[config.mk]
export PLATFORM = sky130hd
export DESIGN_NAME = fbf_ctrl
export DESIGN_NICKNAME = d
export VERILOG_FILES = /design/src/design/fbf_pkg.sv /design/src/design/fbf_ctrl.sv
export SDC_FILE = /design/constraint.sdc
export NUM_CORES = 1
export LEC_CHECK = 0
export BUFFER_PORTS_ARGS = -buffer_cell sky130_fd_sc_hd__buf_4
export CAP_MARGIN = 20
export CORE_AREA = 5 5 42 44
export DETAILED_ROUTE_END_ITERATION = 7
export DIE_AREA = 0 0 47 49
export GPL_TIMING_DRIVEN = 0
export SLEW_MARGIN = 20
export SYNTH_ARGS = -nofsm -noshare
export SYNTH_HDL_FRONTEND = slang
export SYNTH_SLANG_ARGS = --single-unit
[constraint.sdc]
create_clock -name clk -period 1 [get_ports clk]
set_input_delay 0.2 -clock clk [delete_from_list [all_inputs] [get_ports clk]]
set_output_delay 0.2 -clock clk [all_outputs]
set_load 0.02 [all_outputs]
[src/design/fbf_pkg.sv]
// Shared types, codes and helper functions for the dirty-block frame flusher.
package fbf_pkg;

    // Operation codes on the mode field
    localparam logic [1:0] MODE_PIXEL = 2'd0;
    localparam logic [1:0] MODE_BYTE  = 2'd1;
    localparam logic [1:0] MODE_TICK  = 2'd2;

    // Configuration register indexes
    localparam logic CFG_RENDER_ENABLE = 1'b0;
    localparam logic CFG_SCROLL_HOLD   = 1'b1;

    // Image-write header
    localparam int         HDR_LEN      = 13;
    localparam logic [7:0] HDR_UNIT     = 8'h1F;
    localparam logic [7:0] HDR_GROUP    = 8'h28;
    localparam logic [7:0] HDR_FUNC     = 8'h64;
    localparam logic [7:0] HDR_IMAGE    = 8'h21;
    localparam logic [7:0] HDR_ZERO     = 8'h00;
    localparam logic [7:0] HDR_FORMAT   = 8'h01;

    typedef enum logic [2:0] {
        ST_CLEAR,
        ST_IDLE,
        ST_DISPATCH,
        ST_WR_UPDATE,
        ST_TX_PICK,
        ST_TX_READ,
        ST_TX_EMIT
    } fbf_state_t;

    typedef struct packed {
        logic clr_write;
        logic capture;
        logic wr_read;
        logic wr_update;
        logic tx_pick;
        logic tx_read;
        logic tx_emit;
    } fbf_cmd_t;

    typedef struct packed {
        logic clear_last;
        logic is_write;
        logic wr_ok;
        logic is_tick;
        logic tick_go;
    } fbf_status_t;

    // Header byte at position idx (0..12); multi-byte fields go low byte first.
    function automatic logic [7:0] header_byte(
        input logic [3:0]  idx,
        input logic [15:0] xpos,
        input logic [15:0] width,
        input logic [15:0] height
    );
        logic [7:0] b;
        case (idx)
            4'd0:    b = HDR_UNIT;
            4'd1:    b = HDR_GROUP;
            4'd2:    b = HDR_FUNC;
            4'd3:    b = HDR_IMAGE;
            4'd4:    b = xpos[7:0];
            4'd5:    b = xpos[15:8];
            4'd6:    b = HDR_ZERO;
            4'd7:    b = HDR_ZERO;
            4'd8:    b = width[7:0];
            4'd9:    b = width[15:8];
            4'd10:   b = height[7:0];
            4'd11:   b = height[15:8];
            default: b = HDR_FORMAT;
        endcase
        return b;
    endfunction

endpackage

[src/design/fbf_ctrl.sv]
// Sequencer for the frame flusher: clearing pass, write and bus-tick flows.
module fbf_ctrl (
    input  logic                clk,
    input  logic                rst_n,
    input  logic                start,
    output logic                busy,
    input  fbf_pkg::fbf_status_t status,
    output fbf_pkg::fbf_cmd_t    cmd
);
    import fbf_pkg::*;

    fbf_state_t state_reg;
    fbf_state_t state_next;

    always_ff @(posedge clk or negedge rst_n)
    begin
        if (!rst_n)
        begin
            state_reg <= ST_CLEAR;
        end
        else
        begin
            state_reg <= state_next;
        end
    end

    always_comb
    begin
        state_next = state_reg;
        case (state_reg)
            ST_CLEAR:
            begin
                if (status.clear_last)
                begin
                    state_next = ST_IDLE;
                end
            end
            ST_IDLE:
            begin
                if (start)
                begin
                    state_next = ST_DISPATCH;
                end
            end
            ST_DISPATCH:
            begin
                if (status.is_write && status.wr_ok)
                begin
                    state_next = ST_WR_UPDATE;
                end
                else if (status.is_tick && status.tick_go)
                begin
                    state_next = ST_TX_PICK;
                end
                else
                begin
                    state_next = ST_IDLE;
                end
            end
            ST_WR_UPDATE: state_next = ST_IDLE;
            ST_TX_PICK:   state_next = ST_TX_READ;
            ST_TX_READ:   state_next = ST_TX_EMIT;
            ST_TX_EMIT:   state_next = ST_IDLE;
            default:      state_next = ST_IDLE;
        endcase
    end

    always_comb
    begin
        cmd  = '0;
        busy = 1'b1;
        case (state_reg)
            ST_CLEAR:     cmd.clr_write = 1'b1;
            ST_IDLE:
            begin
                busy        = 1'b0;
                cmd.capture = start;
            end
            ST_DISPATCH:  cmd.wr_read   = status.is_write && status.wr_ok;
            ST_WR_UPDATE: cmd.wr_update = 1'b1;
            ST_TX_PICK:   cmd.tx_pick   = 1'b1;
            ST_TX_READ:   cmd.tx_read   = 1'b1;
            ST_TX_EMIT:   cmd.tx_emit   = 1'b1;
            default:      busy          = 1'b1;
        endcase
    end

endmodule

==> impl_metrics.ini, run 1 <==
[status]
status = finished with violations
violations = setup timing

[synthesis]
synth.area.top_cells = dfrtp_1 (38%), nor3b_1 (7.6%), o22ai_1 (6.3%)
synth_top_area_share_pct = 38.0
synth_ff_type = dfrtp_1
synth_top_area_cell = dfrtp_1
synth_area_um2 = 198
async_flop_share_pct = 100
synthTopCellsByCount = dfrtp_1 (3), nor2_1 (3)
yosys_register_bits = 3
ys_types = 16
synth-edff-count = 0
yosysSeqAreaShare_pct = 38.0
postSynthCellCount = 24
ys_warn_count = 0
synth_nets = 32
avgSynthCellArea_um2 = 8.24

[drt]
vias = 282
drc_errors = 0
first_pass_iters = 2
wl_um = 729
antenna_left = 0
drtIter0Drc = 1
wl_per_cell_um = 10.7
post_drt_via_cell_ratio = 4.15

[power]
p_comb_share_pct = 69.5
switching_share_pct = 41.9
switchingPower_w = 0.000618
peakVddDrop_mv = 0.706
finalPower_w = 0.00148
seqPwrFrac_pct = 15.8
clkPwrFrac_pct = 14.7
internal_power_w = 0.000858
power_density_nw_per_um2 = 2920
leakagePower_nw = 0.227

[timing]
finalSetupTns_ns = -2.79
hold_violations = 0
max_freq_ghz = 0.752
rsz0062_at_grt = yes
timing.hold.ws_ns = 0.295
slew_headroom_pct = 84.6
setup_slack_ns = -0.330
fin_crit_sh_pct = 133
slew_viol_final = 0
finalSetupViolCount = 11
skew_ns = 0.00324
period_needed_ns = 1.33
worst_slew_pin_slew_ns = 0.230

[grt]
gr-usage-met1_pct = 8.39
grt_antenna_before_repair = 0
busiest_layer = met2
grt_pass1_wl_mm = 1.19
track_usage_pct = 7.76
met3_usage_pct = 2.95
grt_max_degree = 9
use_met2_pct = 10.4
grt_overflow = 0
grt_pass1_vias = 288

[floorplan]
die_w_um = 47
rows = 14
pin_count = 16
dieArea_um2 = 2300
core-area_um2 = 1400
die_h_um = 49
start_util_pct = 14.1

[clock_network]
clkSlewWorstSetupHoldPaths_ns = 0.04
cts_tree = done
cts_root_buffer = clkbuf_4
cts_sinks = 3
numCtsBuffers = 3
clkLatencyLatePin_ns = 0.23
cts_max_level = 1
clock_path_buffers = 2

[place]
gp_congestion = 0.618
portBuffers = 15

[setup_path]
crit_type = reg2out
r2r_slack_ns = -0.30
critPathMaxFanout = 3
cp-start-kind = flop
rr_worst_depth = 6
critPathLaunch = state_reg[2]$_DFFE_PN0P_
r2r-end = state_reg[0]$_DFFE_PN0P_
regToRegStartpoint = state_reg[2]$_DFFE_PN0P_
end_kind = primary output
cp.required_ns = 0.80
cp_data_arrival_time_ns = 1.13

[finish]
seqCellArea_um2 = 76.3
fill_cells = 149
antenna_cells = 0
drive_above_1_share_pct = 78.8
synthToLayoutAreaGrowth_pct = 156
largest_register_ffs = 3
multi_input_area_um2 = 163
layout.nets = 61

[run]
cap_viol_max_count = 0

[min_path]
hp-class = in2async
placed cells by master (no fill, tap or decap):
cell	count
nor3b_2	1
o22ai_2	1
o22ai_4	1
o22a_1	1
dfrtp_1	2
nand3b_1	1
o21ai_2	1
inv_2	1
buf_4	21
clkbuf_1	1
nor2_4	3
dlygate4sd3_1	1
and3_2	1
nor3b_1	1
clkbuf_4	3
o31a_1	1
nor3_2	2
nand3_1	1
inv_1	1
nand2_2	1
nand2_1	1
dfrtp_2	1
buf_6	4
power by group through the flow:
| stage | clock network, W | logic, W | registers [W] |
|---|---|---|---|
| global route | 0.000233 | 0.00110 | 0.000247 |
| CTS | 0.000228 | 0.000894 | 0.000228 |
| floorplan | 0 | 0.000483 | 0.000198 |
| detailed placement | 0 | 0.000713 | 0.000204 |
| global placement | 0 | 0.000702 | 0.000200 |
| finish | 0.000217 | 0.00103 | 0.000233 |
per-stage QoR:
stage | utilization (%) | cells | setup WS (ns) | cell area (um2)
2_1_floorplan | - | 24 | -0.243 | 218
3_3_place_gp | 25.0 | 55 | -0.146 | 350
3_5_place_dp | 25.0 | 55 | -0.172 | 350
4_1_cts | 32.9 | 65 | -0.330 | 460
5_1_grt | 36.1 | 68 | -0.399 | 505
6_report | 36.1 | 68 | -0.330 | 505
worst max-delay path, cell delays in order (launching register included):
cell,delay [ns]
dfrtp_1,0.39
buf_4,0.15
nor2_4,0.08
nand2_2,0.08
nor2_4,0.08
buf_6,0.12
metal layers:
layer / vias to the layer above / share of wire (%)
met3: 0 / 12
met2: 13 / 53
met4: 0 / 0
met1: 129 / 36
met5: - / 0
li1: 140 / -
area by class of cell:
type / count / share of cell area, %
plain buffers: 1 / 2.23
clock buffers: 4 / 5.20
inverters: 2 / 1.49
multi-input cells: 17 / 32.2
flip-flops and latches: 3 / 15.1
well taps: 16 / 3.96
repair buffers: 25 / 39.9
logic make-up after synthesis:
logic type,after synthesis,synth area share (%)
simple gates,12,32.3
buf+inv,4,12.0
flops,3,38.0
compound gates,5,17.7
worst max-delay path by stage:
stage,end,slack (ns),cells past startpoint
floorplan,cmd[5],-0.24,3
global placement,cmd[5],-0.15,4
detailed placement,cmd[5],-0.17,4
CTS,cmd[5],-0.33,3
global route,cmd[5],-0.40,4
finish,cmd[4],-0.33,5
what timing repair did:
action                                  4_1_cts  5_1_grt
endpoints found under the hold margin         3        0
gates resized for setup                       9        4
setup buffers                                 6        3
hold buffers                                  1        0
endpoints found under the setup margin       10       11
pin swaps                                     4        3
(Power assumes the default switching activity.)
==> inputs of run 2 (changes only) <==
- SKIP_LAST_GASP: default -> 1
- SLEW_MARGIN: 20 -> default
==> run 2 against run 1 <==
Compared with the run above: the flow still finishes with violations (setup timing); critical path type unchanged; final cell count is 1.5% lower; utilization down 0.45 points; hold slack worse by 0.020 ns; register-to-register slack improved by 0.08 ns; sequential power fell by 2%; via count is 0.71% lower; first-iteration DRC count increased to 6.0 times the previous value.
==> impl_metrics.ini, run 2 (same netlist as run 1, synthesis figures left out) <==
[drt]
vias = 280
post_drt_via_cell_ratio = 4.18
drtIter0Drc = 6
wl_per_cell_um = 11.1
drc_errors = 0
antenna_left = 0
wl_um = 743
first_pass_iters = 4

[setup_path]
regToRegStartpoint = state_reg[2]$_DFFE_PN0P_
end_kind = primary output
cp.required_ns = 0.80
cp_top_family = flip-flops
cp-start-kind = flop
path_buf_inv = 2
crit_type = reg2out
cp_data_arrival_time_ns = 1.14
critPathLaunch = state_reg[2]$_DFFE_PN0P_
critPathSlowestCell = dfrtp_1
critPathMaxFanout = 3
critical_path.cell_chain = buf_4, nor2_4, nand2_2, nor2_4, buf_6
slowest_delay_ns = 0.39
r2r_slack_ns = -0.22
cp_common_cell = nor2_4

[clock_network]
cts_max_level = 1
numCtsBuffers = 3
clkLatencyLatePin_ns = 0.24
cts_sinks = 3
cts_root_buffer = clkbuf_4
cts_tree = done
clock_path_buffers = 2
clkSlewWorstSetupHoldPaths_ns = 0.04

[power]
power_density_nw_per_um2 = 2950
internal_power_w = 0.000856
switching_share_pct = 41.9
seqPwrFrac_pct = 15.5
peakVddDrop_mv = 0.656
clkPwrFrac_pct = 14.8
leakagePower_nw = 0.224
p_comb_share_pct = 69.7
switchingPower_w = 0.000617

[grt]
track_usage_pct = 7.69
grt_antenna_before_repair = 0
grt_pass1_wl_mm = 1.18
grt_overflow = 0
grt_max_degree = 9
grt_pass1_vias = 289

[status]
status = finished with violations
violations = setup timing

[finish]
final_common_cell = buf_4
largest_register_ffs = 3
drive_above_1_share_pct = 74.5
mostFrequentLayoutCells = buf_4 (19), buf_6 (5), nor2_4 (3), clkbuf_4 (3)
layout.nets = 60
fin_area_um2 = 499
antenna_cells = 0
stdcell_count = 67
synthToLayoutAreaGrowth_pct = 153

[timing]
hold_violations = 0
rsz0062_at_grt = yes
fin_crit_sh_pct = 134
finalSetupViolCount = 11
skew_ns = 0.00106
timing.hold.ws_ns = 0.275
slew_viol_final = 0
worst_slew_pin_slew_ns = 0.228
max_freq_ghz = 0.746
setup_slack_ns = -0.340
period_needed_ns = 1.34
slew_headroom_pct = 84.8

[floorplan]
die_h_um = 49
die_w_um = 47
rows = 14
dieArea_um2 = 2300
pin_count = 16
start_util_pct = 14.1
core-area_um2 = 1400

[place]
place_area_um2 = 350
portBuffers = 15
gp_congestion = 0.618
dp_cells = 55

[run]
cap_viol_max_count = 0

[min_path]
hp-class = in2reg
min_from = status[0]
==> run 2: changes by cell type in the layout (fill, tap and decap cells not counted), sizes merged <==
| cell | change |
|---|---|
| buf | -1 |
==> run 2: final timing paths <==
kind,end,cells past startpoint
worst max-delay path,cmd[4],5
worst min-delay path,state_reg[2]$_DFFE_PN0P_,3
worst max register to register,state_reg[0]$_DFFE_PN0P_,4
worst min register to register,state_reg[1]$_DFFE_PN0P_,2
max in group asynchronous,state_reg[1]$_DFFE_PN0P_,2
min in group asynchronous,state_reg[2]$_DFFE_PN0P_,2
==> run 2: power groups by stage <==
stage / Combinational [W] / Clock, W / Sequential (W)
floorplan: 0.000483 / 0 / 0.000198
global placement: 0.000702 / 0 / 0.000200
detailed placement: 0.000713 / 0 / 0.000204
CTS: 0.000881 / 0.000228 / 0.000228
global route: 0.00110 / 0.000233 / 0.000239
finish: 0.00103 / 0.000218 / 0.000228
==> run 2: final cells by class <==
cell class | count | area, um2
fillers | 154 | 902
repair buffers | 24 | 198
multi-input cells | 17 | 160
flip-flops and latches | 3 | 76.3
clock buffers | 4 | 26.3
well taps | 16 | 20.0
plain buffers | 1 | 11.3
inverters | 2 | 7.51
==> run 2: worst min-delay path, cell delays in order <==
cell,delay (ns)
buf_4,0.11
nand3_1,0.10
o22ai_2,0.07
==> run 2: timing repair <==
item / in CTS / in global routing
buffers inserted: 6 / 3
pin swaps: 4 / 1
resized for setup: 8 / 5
endpoints found under the setup margin: 10 / 11
hold buffers: 1 / 0
endpoints found under the hold margin: 3 / 0
==> run 2: layer usage <==
layer	vias up	wire length, um	track usage (%)
met5	-	0	0
met4	0	20	8.29
met3	2	101	2.95
met2	15	365	10.4
met1	126	256	8.17
li1	137	-	-
==> run 2: stage by stage <==
step | util [%] | power, W | setup TNS (ns) | setup slack, ns
after global routing | 35.6 | 0.00157 | -3.22 | -0.390
after global placement | 25.0 | 0.000902 | -0.667 | -0.146
after CTS | 32.4 | 0.00134 | -2.60 | -0.330
final | 35.6 | 0.00147 | -2.61 | -0.340
after floorplan | - | 0.000680 | -0.975 | -0.243
after detailed placement | 25.0 | 0.000917 | -0.868 | -0.172
